**src/rtl/core/swm_pkg.sv**
```systemverilog
// ----------------------------------------------------------------------------
// swm_pkg: shared types and constants of the sliding window median filter
// Window geometry, sample type, controller states and the command/status
// structs that join the controller to the datapath.
// ----------------------------------------------------------------------------
`default_nettype none

package swm_pkg;

	localparam int WIN_MAX  = 64;
	localparam int IDX_W    = $clog2(WIN_MAX);
	localparam int CNT_W    = $clog2(WIN_MAX + 1);
	localparam int SAMPLE_W = 32;
	localparam int WS_W     = 7;
	localparam int APB_AW   = 3;
	localparam int APB_DW   = 32;

	localparam logic [WS_W-1:0] WS_RESET = WS_W'(3);

	// register index 0 is window_size
	localparam logic ADDR_IDX_WS = 1'b0;

	typedef logic signed [SAMPLE_W-1:0] sample_t;

	typedef enum logic [1:0] {
		ST_IDLE,
		ST_INSERT,
		ST_EMIT,
		ST_REMOVE
	} state_t;

	typedef struct packed {
		logic clear;
		logic accept;
		logic insert;
		logic emit;
		logic remove;
	} cmd_t;

	typedef struct packed {
		logic fills;
	} status_t;

endpackage

`default_nettype wire

```
**src/rtl/core/swm_ctrl.sv**
```systemverilog
// ----------------------------------------------------------------------------
// swm_ctrl: sequencing of one sample through the datapath
// Accept, insert, then (window full) emit and evict; owns the output valid.
// ----------------------------------------------------------------------------
`default_nettype none

module swm_ctrl (
	input  wire               clk,
	input  wire               arst_n,
	input  wire               in_valid,
	output logic              in_ready,
	output logic              out_valid,
	input  wire               out_ready,
	input  wire               cfg_write,
	input  swm_pkg::status_t  status,
	output swm_pkg::cmd_t     cmd
);

	swm_pkg::state_t state_q;
	swm_pkg::state_t state_next;
	logic            out_valid_q;
	logic            out_free;

	assign out_free  = !out_valid_q || out_ready;
	assign out_valid = out_valid_q;

	always_comb begin
		state_next = state_q;
		case (state_q)
			swm_pkg::ST_IDLE: begin
				if (in_valid) state_next = swm_pkg::ST_INSERT;
			end
			swm_pkg::ST_INSERT: begin
				state_next = status.fills ? swm_pkg::ST_EMIT : swm_pkg::ST_IDLE;
			end
			swm_pkg::ST_EMIT: begin
				if (out_free) state_next = swm_pkg::ST_REMOVE;
			end
			swm_pkg::ST_REMOVE: begin
				state_next = swm_pkg::ST_IDLE;
			end
			default: begin
				state_next = swm_pkg::ST_IDLE;
			end
		endcase
	end

	always_comb begin
		cmd       = '0;
		in_ready  = 1'b0;
		cmd.clear = cfg_write;
		case (state_q)
			swm_pkg::ST_IDLE: begin
				in_ready   = 1'b1;
				cmd.accept = in_valid;
			end
			swm_pkg::ST_INSERT: begin
				cmd.insert = 1'b1;
			end
			swm_pkg::ST_EMIT: begin
				cmd.emit = out_free;
			end
			swm_pkg::ST_REMOVE: begin
				cmd.remove = 1'b1;
			end
			default: begin
				in_ready = 1'b0;
			end
		endcase
	end

	always_ff @(posedge clk or negedge arst_n) begin
		if (!arst_n) begin
			state_q     <= swm_pkg::ST_IDLE;
			out_valid_q <= 1'b0;
		end else begin
			state_q <= state_next;
			if (cmd.emit) begin
				out_valid_q <= 1'b1;
			end else if (out_ready) begin
				out_valid_q <= 1'b0;
			end
		end
	end

endmodule

`default_nettype wire

```
**config.mk**
```make
export PLATFORM = sky130hd
export DESIGN_NAME = swm_ctrl
export DESIGN_NICKNAME = d
export VERILOG_FILES = /design/src/rtl/core/swm_pkg.sv /design/src/rtl/core/swm_ctrl.sv
export SDC_FILE = /design/constraint.sdc
export NUM_CORES = 1
export LEC_CHECK = 0
export ABC_AREA = 1
export BUFFER_PORTS_ARGS = -buffer_cell sky130_fd_sc_hd__buf_2
export CORE_AREA = 2 2 39 41
export CTS_BUF_LIST = sky130_fd_sc_hd__clkbuf_4
export CTS_CLUSTER_DIAMETER = 30
export CTS_CLUSTER_SIZE = 14
export DETAILED_ROUTE_END_ITERATION = 8
export DIE_AREA = 0 0 41 43
export HOLD_SLACK_MARGIN = 0.15
export PLACE_DENSITY_LB_ADDON = 0.15
export SETUP_SLACK_MARGIN = 0.2
export SLEW_MARGIN = 10
export SYNTH_ARGS = -nofsm -noshare
export SYNTH_HDL_FRONTEND = slang
export SYNTH_SLANG_ARGS = --single-unit
```
**constraint.sdc**
```tcl
create_clock -name clk -period 1.5 [get_ports clk]
set_clock_uncertainty 0.15 [all_clocks]
set_input_delay 0 -clock clk [delete_from_list [all_inputs] [get_ports clk]]
set_output_delay 0 -clock clk [all_outputs]
set_load 0.005 [all_outputs]
```
==> results of run 1 <==
## logic make-up (layout without fill, tap and decap cells)
logic type	count (synthesis)	count (layout)	share of synthesized area, %
buffers and inverters	7	26	19.7
DFF	3	3	49.2
and+or+nand+nor	12	12	31.2
## timing repair
action	4_1_cts	5_1_grt
hold endpoints to repair	8	0
buffers inserted	0	0
hold buffers	6	0
## synth_stat cells
master | instances | area share (%)
nand2_1 | 9 | 22
nor2_2 | 1 | 4.1
dfrtp_1 | 3 | 49
buf_4 | 1 | 4.9
nor2_1 | 2 | 4.9
inv_1 | 6 | 15
## final timing paths
kind | endpoint | slack [ns] | from | cells after the start
max in group asynchronous | out_valid$_DFFE_PN0P_ | 0.58 | arst_n | 3
worst max register to register | state_q[0]$_DFFE_PN0P_ | 0.58 | register | 3
worst min-delay path | out_valid$_DFFE_PN0P_ | 0.36 | out_valid$_DFFE_PN0P_ | 2
worst max-delay path | cmd[3] | 0.34 | register | 4
min in group asynchronous | state_q[0]$_DFFE_PN0P_ | 0.48 | arst_n | 3
worst min register to register | out_valid$_DFFE_PN0P_ | 0.36 | out_valid$_DFFE_PN0P_ | 2
## placed cells by master, fill, tap and decap left out
| cell | instances |
|---|---|
| buf_2 | 10 |
| nand2_1 | 9 |
| inv_1 | 6 |
| dlygate4sd3_1 | 6 |
| clkbuf_4 | 4 |
| dfrtp_1 | 3 |
| nor2_1 | 2 |
| nor2_2 | 1 |
## layer usage
metal,share of wire [%],vias to the layer above,wire length [um]
li1,-,96,-
met1,47,73,173
met2,44,8,162
met3,8.7,0,32
met4,0,0,0
met5,0,-,0
## power breakdown
group	leakage, nW	switching, mW	internal (mW)	total, mW
clock network	0.0184	0.0399	0.118	0.157
registers	0.0377	0.0339	0.119	0.152
logic	0.140	0.0993	0.0928	0.192
total	0.196	0.173	0.329	0.502
## stage by stage
stage | hold WS, ns | instance area [um^2] | worst slack, ns
floorplan | -0.446 | 153 | 0.584
global placement | -0.349 | 215 | 0.571
detailed placement | -0.352 | 215 | 0.569
CTS | 0.358 | 305 | 0.318
global route | 0.382 | 305 | 0.227
finish | 0.358 | 305 | 0.340
## worst max-delay path: cells and delay by family (launching register included)
family / cells / cell delay, ns
DFF: 1 / 0.41
and+or+nand+nor: 2 / 0.22
buffers and inverters: 2 / 0.15
## cell type report
| class | count | area (um^2) |
|---|---|---|
| inverters | 6 | 22.5 |
| multi-input cells | 12 | 47.5 |
| flip-flops and latches | 3 | 75.1 |
| well taps | 16 | 20.0 |
| fillers | 156 | 1080 |
| repair buffers | 16 | 110 |
| clock buffers | 4 | 30.0 |
==> qor.json, run 1 <==
{
  "width_of_the_die": {"value": 41, "unit": "um"},
  "antenna_found_initial": {"value": 0},
  "finalWorstPathRequiredPeriod": {"value": 1.16, "unit": "ns"},
  "htreeDepth": {"value": 1},
  "ys.warnings.count": {"value": 0},
  "grt-ovfl-total": {"value": 0},
  "path_max_fanout": {"value": 5},
  "yosys.cell_types.count": {"value": 6},
  "port-buffer-count": {"value": 10},
  "irDropWorstVdd": {"value": 0.457, "unit": "mV"},
  "grt_met1_usage": {"value": 6.49, "unit": "%"},
  "clk-insertion-delay-late": {"value": 0.23, "unit": "ns"},
  "timing.fmax": {"value": 862, "unit": "MHz"},
  "total_leakage_power": {"value": 0.196, "unit": "nW"},
  "hp-class": {"value": "reg -> reg"},
  "initialDrtViolationCount": {"value": 0},
  "antenna_violating_nets_post_route": {"value": 0},
  "i_o_pins": {"value": 13},
  "grt_pass1_vias": {"value": 163},
  "critical_path.cell_chain": {"value": "nor2_1 > nand2_1 > inv_1 > buf_2"},
  "wl_per_cell": {"value": 6.44, "unit": "um"},
  "ctsRootBufferMaster": {"value": "clkbuf_4"},
  "timing_worst_setup_path_type": {"value": "reg -> out"},
  "type_of_destination_of_the_critical_path": {"value": "primary output"},
  "placementRows": {"value": 14},
  "timing.critical_path.arrival": {"value": 1.01, "unit": "ns"},
  "cp.required": {"value": 1.35, "unit": "ns"},
  "worst_slew_margin_rel": {"value": 89.3, "unit": "%"},
  "drt-vias-per-instance": {"value": 3.11},
  "core_area": {"value": 1380, "unit": "um^2"},
  "slowest_stage": {"value": "dfrtp_1"},
  "cp_slowest_stage_delay": {"value": 0.41, "unit": "ns"},
  "finalSetupViolCount": {"value": 0},
  "tightest_slew": {"value": 0.160, "unit": "ns"},
  "powerDensity": {"value": 1640, "unit": "nW/um^2"},
  "dr.pass1.iters": {"value": 1},
  "start_util": {"value": 11.0, "unit": "%"},
  "grtUsageMet3": {"value": 1.57, "unit": "%"},
  "worstSetupStartpointType": {"value": "register"},
  "num_antenna_cells": {"value": 0},
  "global_route_wire_length_before_repair": {"value": 558, "unit": "um"},
  "design_power_total": {"value": 0.502, "unit": "mW"},
  "max_cap_viol_count": {"value": 0},
  "globalRouteTotalUtil": {"value": 5.24, "unit": "%"},
  "clock_tree_from_tritoncts": {"value": "done"},
  "route.vias.total": {"value": 177},
  "cts.clk_slew.worst_paths": {"value": 0.04, "unit": "ns"},
  "status": {"value": "finished clean"},
  "postCtsResizedCells": {"value": 0},
  "synth.yosys.seq_area_share": {"value": 49.2, "unit": "%"},
  "use_met2": {"value": 5.31, "unit": "%"},
  "synth_net_count": {"value": 28},
  "avgSynthCellArea": {"value": 6.94, "unit": "um^2"},
  "finalCritPeriodShare": {"value": 77.3, "unit": "%"},
  "post-route-drc-count": {"value": 0},
  "final_hold_fails": {"value": 0},
  "cts_num_sinks": {"value": 3},
  "totalNegativeSetupSlack": {"value": 0, "unit": "ns"},
  "layout-drive-gt1-share": {"value": 36.6, "unit": "%"},
  "cts_buffers": {"value": 3},
  "cts_max_path_buffers": {"value": 2},
  "synthesis.area": {"value": 153, "unit": "um^2"},
  "route.final.wire_length": {"value": 367, "unit": "um"},
  "report.final.slew_viol_count": {"value": 0},
  "die_height": {"value": 43, "unit": "um"},
  "die_footprint": {"value": 1760, "unit": "um^2"},
  "util_after_layout": {"value": 22.1, "unit": "%"},
  "ys_ff_latch": {"value": 3},
  "post-place-cells": {"value": 47},
  "rsz_0062_raised_after_global_routing": {"value": "no"},
  "fin_cells": {"value": 57},
  "grt-busiest-layer": {"value": "met4"},
  "layout.nets": {"value": 48},
  "areaGrowthSynthToFinish": {"value": 100, "unit": "%"},
  "routabilityCongestion": {"value": 0.680},
  "grt_max_degree": {"value": 6},
  "synthCells": {"value": 22}
}
Power figures use the tool's default switching activity.
==> run 2, diff against run 1 <==
==> constraint.sdc (replaced) <==
create_clock -name clk -period 1.2 [get_ports clk]
set_clock_uncertainty 0.15 [all_clocks]
set_input_delay 0 -clock clk [delete_from_list [all_inputs] [get_ports clk]]
set_output_delay 0 -clock clk [all_outputs]
set_load 0.005 [all_outputs]
==> run 2 against run 1 <==
  * The run now ends with hold timing left
  * Worst setup slack worse by 0.27 ns
  * Critical path depth stayed put
  * Via count is 2.3% lower
  * Design area is 2.9% lower
  * Die area stayed put
  * Critical path type unchanged
==> qor.json, run 2 (synthesis gave the netlist of run 1 again) <==
{
  "finalWorstSetupSlack": {"value": 0.0676, "unit": "ns", "change": "-0.272 ns"},
  "rsz_0062_raised_after_global_routing": {"value": "yes"},
  "drt-vias-per-instance": {"value": 3.09, "change": "-0.51%"},
  "most_common_cell_after_layout_fill_and_taps_aside": {"value": "buf_2"},
  "worst_slew_margin_rel": {"value": 90.3, "unit": "%", "change": "+0.96 points"},
  "total_leakage_power": {"value": 0.191, "unit": "nW", "change": "-2.6%"},
  "type_of_destination_of_the_critical_path": {"value": "primary output"},
  "path_max_fanout": {"value": 5, "change": "unchanged"},
  "finalWorstPathRequiredPeriod": {"value": 1.13, "unit": "ns"},
  "cts_buffers": {"value": 3, "change": "unchanged"},
  "clock_tree_from_tritoncts": {"value": "done"},
  "timing.fmax": {"value": 883, "unit": "MHz"},
  "placementRows": {"value": 14, "change": "unchanged"},
  "grt_max_degree": {"value": 6, "change": "unchanged"},
  "layout-drive-gt1-share": {"value": 47.5, "unit": "%", "change": "+11 points"},
  "htreeDepth": {"value": 1, "change": "unchanged"},
  "dr_wl_met2": {"value": 170, "unit": "um", "change": "+4.9%"},
  "grt-ovfl-total": {"value": 0, "change": "unchanged"},
  "hold_path_stages": {"value": 3, "change": "+1"},
  "num_antenna_cells": {"value": 0, "change": "unchanged"},
  "irDropWorstVdd": {"value": 0.521, "unit": "mV", "change": "+14%"},
  "post-route-drc-count": {"value": 0, "change": "unchanged"},
  "initialDrtViolationCount": {"value": 4, "change": "+4"},
  "post-place-cells": {"value": 47, "change": "unchanged"},
  "powerDensity": {"value": 2230, "unit": "nW/um^2", "change": "+35%"},
  "clk-insertion-delay-late": {"value": 0.23, "unit": "ns", "change": "about the same"},
  "holdBufCountCts": {"value": 4, "change": "-2"},
  "cp.required": {"value": 1.05, "unit": "ns", "change": "-0.30 ns"},
  "route.final.wire_length": {"value": 380, "unit": "um", "change": "+3.5%"},
  "timing_worst_setup_path_type": {"value": "reg -> out"},
  "cts_num_sinks": {"value": 3, "change": "unchanged"},
  "finalCritPeriodShare": {"value": 94.4, "unit": "%"},
  "pre_cts_slack": {"value": 0.260, "unit": "ns", "change": "-0.309 ns"},
  "max_cap_viol_count": {"value": 0, "change": "unchanged"},
  "dr.pass1.iters": {"value": 2, "change": "+1"},
  "die_height": {"value": 43, "unit": "um", "change": "unchanged"},
  "core_area": {"value": 1380, "unit": "um^2", "change": "unchanged"},
  "global_route_wire_length_before_repair": {"value": 627, "unit": "um", "change": "+12%"},
  "fin_cells": {"value": 56, "change": "-1.8%"},
  "drt-met1-wl": {"value": 174, "unit": "um", "change": "+0.58%"},
  "most-common-layout-cells": {"value": "buf_2, nand2_1, inv_1"},
  "cts.clk_slew.worst_paths": {"value": 0.04, "unit": "ns", "change": "about the same"},
  "maxUsedRoutingLayer": {"value": "met3"},
  "globalRouteTotalUtil": {"value": 6.04, "unit": "%", "change": "+0.80 points"},
  "wl_per_cell": {"value": 6.79, "unit": "um", "change": "+5.4%"},
  "die_footprint": {"value": 1760, "unit": "um^2", "change": "unchanged"},
  "areaGrowthSynthToFinish": {"value": 94.3, "unit": "%"},
  "route.vias.total": {"value": 173, "change": "-2.3%"},
  "hold-worst-slack": {"value": -0.150, "unit": "ns", "change": "-0.508 ns"},
  "met3_length": {"value": 35, "unit": "um", "change": "+9.4%"},
  "start_util": {"value": 11.0, "unit": "%", "change": "unchanged"},
  "antenna_violating_nets_post_route": {"value": 0, "change": "unchanged"},
  "finalSetupViolCount": {"value": 0, "change": "unchanged"},
  "r2r_cells": {"value": 4, "change": "+1"},
  "final_hold_fails": {"value": 2, "change": "+2"},
  "port-buffer-count": {"value": 10, "change": "unchanged"},
  "layout.nets": {"value": 47, "change": "-2.1%"},
  "dp_hpwl": {"value": 297, "unit": "um"},
  "width_of_the_die": {"value": 41, "unit": "um", "change": "unchanged"},
  "routabilityCongestion": {"value": 0.671, "change": "-1.3%"},
  "report.final.slew_viol_count": {"value": 0, "change": "unchanged"},
  "tightest_slew": {"value": 0.145, "unit": "ns", "change": "-0.0149 ns"},
  "timing.critical_path.arrival": {"value": 0.98, "unit": "ns", "change": "-0.03 ns"},
  "cts_max_path_buffers": {"value": 2, "change": "unchanged"},
  "worstSetupStartpointType": {"value": "register"},
  "failed_checks": {"value": "hold timing"},
  "hp-class": {"value": "in -> reg"},
  "ctsRootBufferMaster": {"value": "clkbuf_4"},
  "antenna_found_initial": {"value": 0, "change": "unchanged"},
  "grt_pass1_vias": {"value": 164, "change": "+0.61%"},
  "i_o_pins": {"value": 13, "change": "unchanged"},
  "status": {"value": "finished with violations"}
}
run 2: cell count changes in the layout (fill, tap and decap cells not counted), sizes merged:
cell and change:
buf +1, dlygate4sd3 -2
run 2: what timing repair did:
item / CTS / global route
pin swaps: 2 / 0
setup endpoints to repair: 5 / 6
gates resized for setup: 1 / 2
buffers inserted: 0 / 1
hold endpoints to repair: 8 / 2
cloned: 0 / 0
run 2: area by class of cell:
type	instances	area, um^2
inverter	6	22.5
clock buffer	4	30.0
multi-input combinational	12	50.0
sequential	3	76.3
fill	160	1090
timing repair buffer	15	97.6
tap	16	20.0
run 2: layer usage:
metal / vias to the layer above / track usage (%)
li1: 95 / -
met1: 70 / 6.15
met2: 8 / 7.19
met3: 0 / 3.14
met4: 0 / 8.00
met5: - / 0
run 2: worst paths after layout:
path,startpoint,to,slack (ns)
max in group asynchronous,arst_n,async pin,0.26
worst min register to register,out_valid$_DFFE_PN0P_,out_valid$_DFFE_PN0P_,0.36
worst min-delay path,in_valid,state_q[0]$_DFFE_PN0P_,-0.15
min in group asynchronous,arst_n,out_valid$_DFFE_PN0P_,0.48
worst max register to register,register,state_q[0]$_DFFE_PN0P_,0.30
worst max-delay path,register,cmd[3],0.07
run 2: stage by stage:
stage          setup TNS [ns]  cell area (um^2)  power (mW)  utilization, %  hold slack (ns)
2_1_floorplan               0               153       0.311               -           -0.446
3_3_place_gp                0               215       0.422            15.6           -0.349
3_5_place_dp                0               215       0.421            15.6           -0.349
4_1_cts                     0               288       0.658            20.8           -0.158
5_1_grt               -0.0619               297       0.743            21.4           -0.130
6_report                    0               297       0.661            21.4           -0.150
run 2: critical path, stage by stage, from the launching register on:
cell and delay [ns]:
dfrtp_2 0.43, nor2_2 0.10, nand2_1 0.07, inv_1 0.05, buf_2 0.10
run 2: power by group:
group          leakage (nW)  total, mW  switching [mW]  internal (mW)
sequential           0.0364      0.199          0.0480          0.151
clock                0.0184      0.202          0.0545          0.147
combinational         0.136      0.260           0.125          0.135
total                 0.191      0.661           0.228          0.433
